**config.mk**
```make
export PLATFORM = sky130hd
export DESIGN_NAME = uvs_recip
export DESIGN_NICKNAME = d
export VERILOG_FILES = /design/src/uvs_pkg.sv /design/src/uvs_recip.sv
export SDC_FILE = /design/constraint.sdc
export NUM_CORES = 1
export LEC_CHECK = 0
export BUFFER_PORTS_ARGS = -buffer_cell sky130_fd_sc_hd__buf_4
export CORE_AREA = 3 3 68 70
export CTS_BUF_LIST = sky130_fd_sc_hd__clkbuf_8
export CTS_CLUSTER_DIAMETER = 150
export DETAILED_ROUTE_END_ITERATION = 8
export DIE_AREA = 0 0 71 73
export PLACE_DENSITY = 0.8
export SLEW_MARGIN = 20
export SYNTH_ARGS = -nofsm -noshare
export SYNTH_HDL_FRONTEND = slang
export SYNTH_SLANG_ARGS = --single-unit
export TNS_END_PERCENT = 100
```
**constraint.sdc**
```tcl
create_clock -name clk -period 3.45 [get_ports clk]
set_input_delay 0.345 -clock clk [delete_from_list [all_inputs] [get_ports clk]]
set_output_delay 0.345 -clock clk [all_outputs]
set_load 0.01 [all_outputs]
```
**src/uvs_pkg.sv**
```systemverilog
// ---------------------------------------------------------------------------
// UV sphere vertex generator package
// Shared widths, register indexes, reset values and the constants of the
// fixed-point sine series used by the vertex pipeline.
// ---------------------------------------------------------------------------
package uvs_pkg;

	// Field and datapath widths
	localparam int INDEX_W    = 8;
	localparam int COUNT_W    = 9;
	localparam int RADIUS_W   = 16;
	localparam int OUT_W      = 17;
	localparam int CORNER_W   = 3;
	localparam int PHASE_W    = 32;
	localparam int QUO_W      = 33;   // floor(2^32 / count)
	localparam int QFULL_W    = 41;   // floor(index * 2^32 / count)
	localparam int XPROD_W    = 18;   // index * remainder
	localparam int CFG_IDX_W  = 2;
	localparam int CFG_DATA_W = 16;

	// Register indexes on the configuration port
	localparam logic [CFG_IDX_W-1:0] REG_RADIUS = 2'd0;
	localparam logic [CFG_IDX_W-1:0] REG_STACK  = 2'd1;
	localparam logic [CFG_IDX_W-1:0] REG_SLICE  = 2'd2;

	// Reset values
	localparam logic [RADIUS_W-1:0] RADIUS_RST = 16'd256;
	localparam logic [COUNT_W-1:0]  COUNT_RST  = 9'd16;

	// Corner sequence of one quad: stack and slice offsets per corner
	localparam int NUM_CORNERS = 6;
	localparam logic [CORNER_W-1:0] CORNER_LAST = 3'd5;
	localparam logic CORNER_DI [NUM_CORNERS] = '{1'b0, 1'b0, 1'b1, 1'b0, 1'b1, 1'b1};
	localparam logic CORNER_DJ [NUM_CORNERS] = '{1'b0, 1'b1, 1'b0, 1'b1, 1'b1, 1'b0};

	// Q2.30 sine series constants
	localparam logic [30:0] Q30_ONE      = 31'h4000_0000;
	localparam logic [30:0] HALF_PI_Q30  = 31'd1686629713;
	localparam logic [PHASE_W-1:0] QUARTER_TURN = 32'h4000_0000;
	localparam logic [OUT_W-1:0]   TEX_ONE      = 17'h1_0000;

	// Horner divisors, highest power first, and their floor(2^32 / k)
	localparam int HORNER_N = 5;
	localparam logic [6:0] HORNER_K [HORNER_N] = '{7'd110, 7'd72, 7'd42, 7'd20, 7'd6};
	localparam logic [31:0] HORNER_M [HORNER_N] = '{
		32'((64'd1 << 32) / 64'd110),
		32'((64'd1 << 32) / 64'd72),
		32'((64'd1 << 32) / 64'd42),
		32'((64'd1 << 32) / 64'd20),
		32'((64'd1 << 32) / 64'd6)
	};

	// Sine unit stages: fold, angle, square, three per Horner step, final product, round
	localparam int SIN_LAT = 3 + 3 * HORNER_N + 2;

endpackage

```
**src/uvs_recip.sv**
```systemverilog
// ---------------------------------------------------------------------------
// Count reciprocal unit
// Bit-serial restoring division of 2^32 by a grid count: one quotient bit
// per cycle. Restarts on every write of its count.
// ---------------------------------------------------------------------------
module uvs_recip (
	input  logic                         clk,
	input  logic                         arst_n,
	input  logic                         restart,
	input  logic [uvs_pkg::COUNT_W-1:0]  divisor,
	output logic [uvs_pkg::QUO_W-1:0]    quotient,
	output logic [uvs_pkg::COUNT_W-1:0]  remainder,
	output logic                         busy
);

	localparam logic [5:0] STEPS = 6'(uvs_pkg::QUO_W);

	logic [5:0]                    cnt_q;
	logic [uvs_pkg::COUNT_W-1:0]   rem_q;
	logic [uvs_pkg::QUO_W-1:0]     quo_q;
	logic [uvs_pkg::COUNT_W:0]     shifted;
	logic                          ge;
	logic [uvs_pkg::COUNT_W:0]     diff;

	// Dividend is 2^32: only its top bit is set
	assign shifted = {rem_q, (cnt_q == STEPS)};
	assign ge      = shifted >= {1'b0, divisor};
	assign diff    = shifted - {1'b0, divisor};

	// Step counter and partial remainder
	always_ff @(posedge clk or negedge arst_n) begin
		if (!arst_n) begin
			cnt_q <= STEPS;
			rem_q <= '0;
		end else if (restart) begin
			cnt_q <= STEPS;
			rem_q <= '0;
		end else if (cnt_q != 6'd0) begin
			cnt_q <= cnt_q - 6'd1;
			rem_q <= ge ? diff[uvs_pkg::COUNT_W-1:0] : shifted[uvs_pkg::COUNT_W-1:0];
		end
	end

	// Quotient bits shift in MSB first
	always_ff @(posedge clk) begin
		if (!restart && cnt_q != 6'd0) begin
			quo_q <= {quo_q[uvs_pkg::QUO_W-2:0], ge};
		end
	end

	assign quotient  = quo_q;
	assign remainder = rem_q;
	assign busy      = (cnt_q != 6'd0);

endmodule

```
==> results.md <==
- Power density over cell area: 554 mW/mm²
- Initial antenna violation count: 0
- Fmax: 323 MHz
- Post-CTS sizing: 0
- Die width: 71 µm
- Synthesized cell area: 0.00221 mm²
- Final Instance Count excl. Fillers: 279
- Slew margin rel.: between 60% and 70%
- Crit Reg-Reg Startpoint: cnt_q[3]$_DFFE_PN0P_
- Root Driver: clkbuf_8
- Worst-path cell chain: nor3_1, nand3_1, ha_1, fa_1, nand2b_1, a21oi_2, o221ai_2, a31oi_4, mux2i_1, o22ai_1
- Routability cong.: 0.890
- Dpl cells: 270
- Clk buf depth: 2
- Post-Place Worst Slack: 0.457 ns
- Netlist cell types: 44
- Diodes inserted: 0
- GRT Resource Usage Total: approximately 18%
- Starting Density: between 50% and 60%
- Global-route wire length before repair: 7130 µm
- Post-DP HPWL: 3310 µm
- Io pins: 55
- Max-Cap Viols: 0
- Syn_nets: between 150 and 200
- Total Power: 1.54 mW
- Cell area after layout: roughly 0.0028 mm²
- WP data required: 3.62 ns
- Die height: 73 µm
- Finished Core Util: 69.2%
- Final WS setup: between 0.3 and 0.4 ns
- Vias in the first global route: ~1400
- CTS buffer count: 5
- Sequential fraction of the synthesis area: slightly above 60%
- CTS tree: built
- Grt total ovfl: 0
- Clock transition at path regs: 0.08 ns
- R2R Path End: remainder[4]$_DFFE_PN0P_
- Ys flop type: edfxtp_1
- Worst hold path endpoint: cnt_q[2]$_DFFE_PN0P_
- Total wire length: 4480 µm
- Most frequent cells in the layout: buf_4 (55), edfxtp_1 (33), inv_1 (14), nor2_1 (14), dfrtp_1 (13)
- Kind of critical path: flop to flop
- Max VDD drop: about 0.27 mV
- Layout cells sized above 1: 31.4%
- Ys Warns: 0
- Final Cycle Share: between 80% and 90%
- Fin nets: ~250
- Pin count of the biggest net entering global routing: 39
- Post-Syn Instances: 169
- Slowest CP cell: dfrtp_1
- Setup Skew: between 0.007 and 0.008 ns
- Path depth of the worst reg2reg path: 10
- Most common cell after layout, fill and taps aside: buf_4
- Critical Path AT: roughly 3.3 ns
- Period minus WS final: 3.10 ns
- Async S/R FF share, synth: 31.3%
- Die Footprint: ~0.0052 mm²
- Floorplan core area: 0.00403 mm²
- Setup_tns: 0 ns
- Hold path startpoint: restart
- Status: finished, final reports clean
- Drt pass-1 iters: 4
- DR WL/cell: 16.1 µm
- #FFs+latches synth: 48
- HP Class: primary input to flop
- Final Setup Violations: 0
- Worst hold slack: approximately 0.3 ns
- Flop2flop setup slack: 0.35 ns
- RSZ-0062 raised after global routing: false
- Crit path capture type: flop
- Worst-margin pin slew: roughly 0.46 ns
- DRC errors left: 0
- Hold Crit Depth: 2
- CP max stage delay: 0.41 ns
- Critical Path Start: cnt_q[3]$_DFFE_PN0P_
- PortBufs: 54
- Area Growth Syn to Fin: 26.0%
- Final Hold Violating Endpoints: 0
- Clk sink count: 48
- Clock Latency Late Sink: 0.30 ns
- Via count: about 1500
- Final slew viol count: 0
- Post-synth EDFFs: 33
- CTS H-tree depth: 2
- Critical Path Start Type: flop
- Dpl cell area: about 0.0027 mm²
- DR vias/cell: 5.43
- Worst-path fanout max: 12
- First DRT Iteration DRCs: 87
- Rows: 23
- Post-DRT Antenna Nets: 0
- Leak Pwr: 1.24 nW
- Mean Syn Cell Area: ~13 µm²
## cells in the mapped netlist, types with 2 or more instances
library cell  number  share of area [%]
xor2_1             3                1.2
a211o_1            2               0.79
nor2b_1            3               0.85
nand4_1            3               0.85
a211oi_1           2               0.68
nand3_1            3               0.68
mux2i_1            6                2.7
xnor2_1            3                1.2
dfstp_2            2                2.4
nand2b_1           7                2.0
and3_1             2               0.57
inv_1             14                2.4
dfrtp_1           13                 15
nor2_1            14                2.4
nor3_1             5                1.1
nand2_1            9                1.5
o21a_1             2               0.68
ha_1              12                6.8
edfxtp_1          33                 45
o21ai_0            5                1.1
a21oi_1            3               0.68
## worst max-delay path by stage
stage / end / slack [ns] / cells past startpoint
global route: remainder[4]$_DFFE_PN0P_ / 0.23 / 10
global placement: remainder[0]$_DFFE_PN0P_ / 0.58 / 10
detailed placement: remainder[0]$_DFFE_PN0P_ / 0.46 / 10
finish: remainder[4]$_DFFE_PN0P_ / 0.35 / 10
floorplan: remainder[1]$_DFFE_PN0P_ / 0.84 / 11
CTS: remainder[4]$_DFFE_PN0P_ / 0.39 / 10
## where the power goes
part           internal, mW  total (mW)  switching (mW)
clock network         0.218       0.403           0.184
registers             0.694       0.746          0.0521
logic                 0.189       0.395           0.206
## cells by family after synthesis
family	share of synthesized area [%]
and+or+nand+nor	11.6
DFF	61.9
AOI/OAI and AO/OA	9.73
buffers and inverters	3.51
adders and majority gates	7.69
muxes	3.22
xor gates and xnor gates	2.38
## worst max-delay path: cells and delay by family, from the launching register on
family	cells	cell delay [ns]
DFF	1	0.41
and+or+nand+nor	3	0.69
muxes	1	0.28
AOI/OAI and AO/OA	4	0.96
adders and majority gates	2	0.62
## state kept, by name, summed over array words and instances (netlist names)
name	count
cnt_q	6
remainder	9
quotient	33
## cell type report
| cell class | count | area, µm² |
|---|---|---|
| multi-input combinational | 103 | 766 |
| fill | 312 | 1240 |
| timing repair buffer | 56 | 423 |
| tap | 50 | 62.6 |
| sequential | 48 | 1370 |
| inverter | 14 | 52.6 |
| clock inverter | 3 | 46.3 |
| clock buffer | 5 | 68.8 |
## repair_timing
item,in CTS,in global routing
hold buffers,1,0
hold endpoints to repair,13,0
setup buffers,0,0
## metal layers
layer	global-route usage, %	wire length [µm]	vias up
met2	28.6	2130	54
li1	-	-	731
met3	4.68	288	5
met4	7.10	54	0
met5	0	0	-
met1	23.6	2010	724
Power figures use the tool's default switching activity.
