==> src/uvs_delay.sv <==
// ---------------------------------------------------------------------------
// Sideband delay line
// Carries a valid bit and a data word alongside a fixed-latency unit.
// ---------------------------------------------------------------------------
module uvs_delay #(
	parameter int W     = 8,
	parameter int DEPTH = 4
) (
	input  logic         clk,
	input  logic         arst_n,
	input  logic         d_valid,
	input  logic [W-1:0] d_data,
	output logic         q_valid,
	output logic [W-1:0] q_data
);

	logic         valid_q [DEPTH];
	logic [W-1:0] data_q  [DEPTH];

	// Valid taps
	always_ff @(posedge clk or negedge arst_n) begin
		if (!arst_n) begin
			for (int n = 0; n < DEPTH; n++) begin
				valid_q[n] <= 1'b0;
			end
		end else begin
			valid_q[0] <= d_valid;
			for (int n = 1; n < DEPTH; n++) begin
				valid_q[n] <= valid_q[n-1];
			end
		end
	end

	// Data taps
	always_ff @(posedge clk) begin
		data_q[0] <= d_data;
		for (int n = 1; n < DEPTH; n++) begin
			data_q[n] <= data_q[n-1];
		end
	end

	assign q_valid = valid_q[DEPTH-1];
	assign q_data  = data_q[DEPTH-1];

endmodule

==> config.mk <==
export PLATFORM = sky130hd
export DESIGN_NAME = uvs_delay
export DESIGN_NICKNAME = d
export VERILOG_FILES = /design/src/uvs_delay.sv
export SDC_FILE = /design/constraint.sdc
export NUM_CORES = 1
export LEC_CHECK = 0
export BUFFER_PORTS_ARGS = -buffer_cell sky130_fd_sc_hd__buf_2
export CAP_MARGIN = 10
export CORE_MARGIN = 2
export CORE_UTILIZATION = 49
export DETAILED_ROUTE_END_ITERATION = 12
export MAX_ROUTING_LAYER = met4
export PLACE_DENSITY = 0.75
export SETUP_SLACK_MARGIN = 0.05
export SYNTH_ARGS = -nofsm -noshare
export SYNTH_HDL_FRONTEND = slang
export SYNTH_SLANG_ARGS = --single-unit
==> constraint.sdc <==
create_clock -name clk -period 1.07 [get_ports clk]
set_input_delay 0.0535 -clock clk [delete_from_list [all_inputs] [get_ports clk]]
set_output_delay 0.0535 -clock clk [all_outputs]
set_load 0.005 [all_outputs]
==> results.yml, run 1 <==
pwr:
  vdd.ir_drop.worst_mv: 1.766
  cell_internal_pwr_w: 0.001950
  design_power_total_w: 0.002361
  power_switching_w: 0.0004106
  power_density_nw_per_um2: 2287
  seqPwrFrac_pct: 60.5
  part_of_the_total_power_dissipated_in_combinational_logic_pct: 2.8
  clock_power_share_pct: 36.8
  power_switching_share_pct: 17.40
  leakage_nw: 0.4754
grt:
  first_global_vias: 292
  grt_antenna_before_repair: 0
  grt_overflow_total: 0
  largest_net_degree_at_the_start_of_global_routing: 12
  global_route.usage.total_pct: 10.96
  grt_first_pass_wirelength_um: 1207
timing:
  rsz0062_at_grt: "false"
  post_layout_minimum_cycle_time_ps: 848.0
  tightest_slew_ps: 96.61
  finalWorstSetupSlack_ps: 222.0
  final-setup-viol-count: 0
  slew_headroom_pct: 93.56
  clock-skew-final_ps: 5.620
  slew_viol_final: 0
  hold_viol_final: 0
  timing.fmax_mhz: 1179
  final_clock_period_utilization_by_the_worst_path_pct: 79.25
  setup_total_negative_slack_ps: 0
finish:
  number_of_combinational_gates_with_multiple_inputs: 0
  antennaDiodeCount: 0
  drive_above_1_share_pct: 35.62
  finish.net_count: 83
  syn_to_final_growth_pct: 39.36
  finish.utilization_pct: 71.00
  most-common-layout-cells: "sky130_fd_sc_hd__dfxtp_1, sky130_fd_sc_hd__buf_2, sky130_fd_sc_hd__dlygate4sd3_1"
  total_area_of_multi_input_combinational_cells_um2: 0
  layout_commonest_cell: "sky130_fd_sc_hd__dfxtp_1"
drt:
  total_via_count_in_the_routed_design: 346
  wl_per_cell_um: 8.854
  drtIter0Drc: 2
  detail_route.first_pass.iterations: 3
  finalWirelength_um: 788
  drc: 0
  postRouteAntennaNets: 0
  viasPerCell: 3.888
floorplan:
  num_io_pins: 20
  row_count: 14
  fp.dieArea_um2: 1839
  floorplan.initialDensity_pct: 50.95
  die_h_um: 42.88
  core-area_um2: 1454
  die_x_um: 42.88
worst_setup_path:
  start_kind: "flop"
  path_delay_family: "flip-flops"
  cp_max_fo: 1
  critPathKind: "reg2out"
  critical_path.n_buffers_inverters: 1
  cp_cell_sequence: "buf_2"
  cpMaxStageDelayCell: "sky130_fd_sc_hd__dfrtp_1"
  cp_data_arrival_time_ps: 790
  worst-endpoint-required_ps: 1020
  critPathCaptureType: "primary output"
  critical_path_s_largest_stage_delay_ps: 360
cts:
  clkTransAtPathRegs_ps: 100
  clock_sink_count: 36
  tritoncts: "built"
  cts_repair_resize_count: 0
  post_cts_buffers: 0
  tritoncts.num_buffers: 5
  cts_root_buffer: "sky130_fd_sc_hd__clkbuf_4"
  cts_max_path_buffers: 2
  clk_latency_ps: 310
  htree_levels: 2
placed_design:
  placement_setup_slack_ps: 565.8
  dpl.hpwl_um: 443.7
  routabilityCongestion: 0.5529
  port_buffers: 19
synthesis:
  synthesis.instances: 36
  muxShareOfSynthArea_pct: 0
  synth_xor_xnor_area_share_pct: 0
  syn_nets: 47
  synth_simple_gate_area_share_pct: 0
  synth-compound-area-share_pct: 0
  synth.lib_cells_used.distinct: 2
  yosysWarningCount: 0
  ys_ff_latch: 36
  mean_instance_size_in_the_synthesized_netlist_um2: 20.58
  post_synth_instance_area_um2: 740.7
  synth.yosys.seq_area_share_pct: 100.0
  synth_area_in_adders_pct: 0
run:
  drv_cap: 0
worst_hold_path:
  timing.hold.worst.class: "in2async"
status:
  run_status: "completed"
-- registers in the layout, indices dropped and copies added (netlist names) --
signal   flops
data_q      32
q_valid      1
valid_q      3
-- synth_stat cells --
| master | instances | area (µm²) |
|---|---|---|
| sky130_fd_sc_hd__dfrtp_1 | 4 | 100.1 |
| sky130_fd_sc_hd__dfxtp_1 | 32 | 640.6 |
-- through the flow --
stage | cell area [µm²] | instances | hold WS [ps]
floorplan | 740.7 | 36 | -242.1
global placement | 855.8 | 71 | -145.0
detailed placement | 855.8 | 71 | -140.9
CTS | 1032 | 89 | 38.95
global route | 1032 | 89 | 59.56
finish | 1032 | 89 | 68.74
-- path summary, 6_finish.rpt --
| kind | start | end | slack, ps | cells past startpoint |
|---|---|---|---|---|
| worst max-delay path | q_valid | q_valid | 220 | 1 |
| worst min-delay path | arst_n | valid_q[1] | 70 | 2 |
| worst max register to register | valid_q[2] | valid_q[1] | 590 | 0 |
| worst min register to register | data_q[1][4] | data_q[2][4] | 330 | 0 |
| max in group asynchronous | arst_n | valid_q[2] | 890 | 2 |
| min in group clk | data_q[1][4] | data_q[2][4] | 330 | 0 |
-- layer usage --
layer | up-vias | wire length [µm] | track usage (%)
met4 | 0 | 5 | 7.500
met1 | 148 | 354 | 10.23
met2 | 16 | 366 | 13.94
li1 | 180 | - | -
met5 | - | 0 | -
met3 | 2 | 61 | 10.21
-- power groups by stage --
| stage | logic [W] | clock network, W | registers, W |
|---|---|---|---|
| final | 0.0000653 | 0.000868 | 0.00143 |
| after global routing | 0.0000703 | 0.000972 | 0.00144 |
| after CTS | 0.0000649 | 0.000901 | 0.00143 |
| after detailed placement | 0.0000375 | 0 | 0.00146 |
| after global placement | 0.0000370 | 0 | 0.00145 |
| after floorplan | 0 | 0 | 0.00146 |
-- repair_timing --
item | 4_1_cts | 5_1_grt
endpoints found under the setup margin | 0 | 0
hold buffers | 10 | 0
endpoints found under the hold margin | 13 | 0
-- cell type report --
cell class | instances | area [µm²]
clock buffers | 6 | 41.29
clock inverters | 2 | 35.03
well taps | 16 | 20.02
repair buffers | 29 | 195.2
flip-flops and latches | 36 | 740.7
fillers | 110 | 421.7
-- cells by family after synthesis --
family and count (synthesis):
flops 36
Power figures use the tool's default switching activity.
==> run 2, diff against run 1 <==
Settings changed: CORE_UTILIZATION 49 to 46, PLACE_DENSITY 0.75 to 0.71.
Clock period 1.07 ns to 0.8 ns, I/O delays scaled along.
==> run 2 against run 1 <==
Compared with the run above: the run now ends with setup timing left; critical path depth unchanged; core utilization down 3.4 points; sequential power rose by 34%; clock power grew 8.2%; total power up 24%; first-iteration DRC count rose by 100%; largest power group unchanged; flip-flop and latch count unchanged; highest routed layer unchanged; setup slack worse by 260 ps; via count down 4.3%; die area grew 5.9%; combinational power increased by 35%; non-clock buffer count stayed put.
==> results.yml, run 2 (same netlist as run 1, synthesis figures left out) <==
finish:
  antennaDiodeCount: 0
  syn_to_final_growth_pct: 37.50
  filler_cells_inserted: 106
  layout_commonest_cell: "sky130_fd_sc_hd__dfxtp_1"
  finish.net_count: 83
  max_flop_register: "data_q"
  drive_above_1_share_pct: 35.62
  total_area_of_multi_input_combinational_cells_um2: 0
  largest_reg_flops: 32
  number_of_combinational_gates_with_multiple_inputs: 0
  most-common-layout-cells: "sky130_fd_sc_hd__dfxtp_1, sky130_fd_sc_hd__buf_2, sky130_fd_sc_hd__dlygate4sd3_1"
drt:
  wl_per_cell_um: 8.067
  postRouteAntennaNets: 0
  detail_route.first_pass.iterations: 2
  total_via_count_in_the_routed_design: 331
  drtIter0Drc: 4
  viasPerCell: 3.719
  drc: 0
  finalWirelength_um: 718
placed_design:
  port_buffers: 19
  routabilityCongestion: 0.5889
floorplan:
  die_h_um: 44.13
  row_count: 14
  die_x_um: 44.13
  floorplan.initialDensity_pct: 49.17
  fp.dieArea_um2: 1947
  num_io_pins: 20
  core-area_um2: 1506
cts:
  clkTransAtPathRegs_ps: 90
  tritoncts: "built"
  cts_max_path_buffers: 2
  clock_sink_count: 36
  clk_latency_ps: 320
  cts_root_buffer: "sky130_fd_sc_hd__clkbuf_4"
  tritoncts.num_buffers: 5
  htree_levels: 2
worst_setup_path:
  critical_path_s_largest_stage_delay_ps: 360
  worst-endpoint-required_ps: 760
  critical_path.startpoint: "q_valid"
  critPathCaptureType: "primary output"
  cp_data_arrival_time_ps: 800
  cpMaxStageDelayCell: "sky130_fd_sc_hd__dfrtp_1"
  timing.reg2reg.worst_path_depth: 0
  crit-reg2reg-launch: "valid_q[1]"
  start_kind: "flop"
  critical_path.n_buffers_inverters: 1
  cp.depth: 1
  cp_max_fo: 1
  critPathKind: "reg2out"
  path_delay_family: "flip-flops"
  cp_cell_sequence: "buf_2"
timing:
  hold_viol_final: 0
  rsz0062_at_grt: "true"
  setup_total_negative_slack_ps: -35.81
  slew_headroom_pct: 93.59
  tightest_slew_ps: 96.13
  final-setup-viol-count: 1
  slew_viol_final: 0
  clock-skew-final_ps: 7.231
  final_clock_period_utilization_by_the_worst_path_pct: 104.5
  timing.fmax_mhz: 1196
  post_layout_minimum_cycle_time_ps: 835.8
  finalWorstSetupSlack_ps: -35.81
run:
  drv_cap: 0
status:
  violated_checks: "setup timing"
  run_status: "complete, but fails checks"
grt:
  grt_first_pass_wirelength_um: 1145
  grt_antenna_before_repair: 0
  grt_overflow_total: 0
  first_global_vias: 293
  largest_net_degree_at_the_start_of_global_routing: 12
  global_route.usage.total_pct: 10.08
pwr:
  leakage_nw: 0.4647
  design_power_total_w: 0.002933
  power_density_nw_per_um2: 2880
  vdd.ir_drop.worst_mv: 1.715
worst_hold_path:
  timing.hold.worst.class: "in2async"
run 2: cell count changes in the layout (fill, tap and decap cells not counted):
cell,before,now
sky130_fd_sc_hd__clkinvlp_4,0,1
sky130_fd_sc_hd__bufinv_16,1,0
sky130_fd_sc_hd__clkbuf_8,0,1
sky130_fd_sc_hd__clkinv_2,1,0
run 2: path summary, 6_finish.rpt:
| path | end | slack [ps] |
|---|---|---|
| setup / recovery | q_valid | -40 |
| hold / removal | valid_q[1] | 40 |
| setup reg to reg | q_valid | 330 |
| hold reg to reg | data_q[2][1] | 330 |
| max in group asynchronous | valid_q[3] | 640 |
| min in group clk | data_q[2][1] | 330 |
run 2: routing by layer:
layer	vias up	GRT usage, %	wire length (µm)
li1	180	-	-
met1	123	9.704	322
met2	23	12.06	266
met3	5	7.347	92
met4	0	10.91	36
met5	-	-	0
run 2: cell type report:
class | count | area [µm²] | area share, %
flip-flops and latches | 36 | 740.7 | 72.73
repair buffers | 29 | 195.2 | 19.16
clock buffers | 7 | 55.05 | 5.405
well taps | 16 | 20.02 | 1.966
clock inverters | 1 | 7.507 | 0.7371
run 2: report_power, final:
part	switching, W	leakage, nW	total [W]	internal [W]
Clock	0.000509	0.0315	0.000939	0.000430
Combinational	0.0000245	0.117	0.0000881	0.0000635
Sequential	0.0000169	0.317	0.00191	0.00189
run 2: repair_timing:
action                                 4_1_cts  5_1_grt
setup endpoints to repair                    9        9
hold buffers                                10        0
gates cloned                                 0        0
setup buffers                                0        0
resized for setup                            0        0
endpoints found under the hold margin       13        0
run 2: stage by stage:
stage	util [%]	setup slack [ps]	hold WS, ps	instances	cell area, µm²
2_1_floorplan	-	349.7	-255.6	36	740.7
3_3_place_gp	56.81	311.6	-153.6	71	855.8
3_5_place_dp	56.81	312.2	-150.9	71	855.8
4_1_cts	67.61	-53.77	31.30	89	1018
5_1_grt	67.61	-86.91	30.17	89	1018
6_report	67.61	-35.81	39.79	89	1018
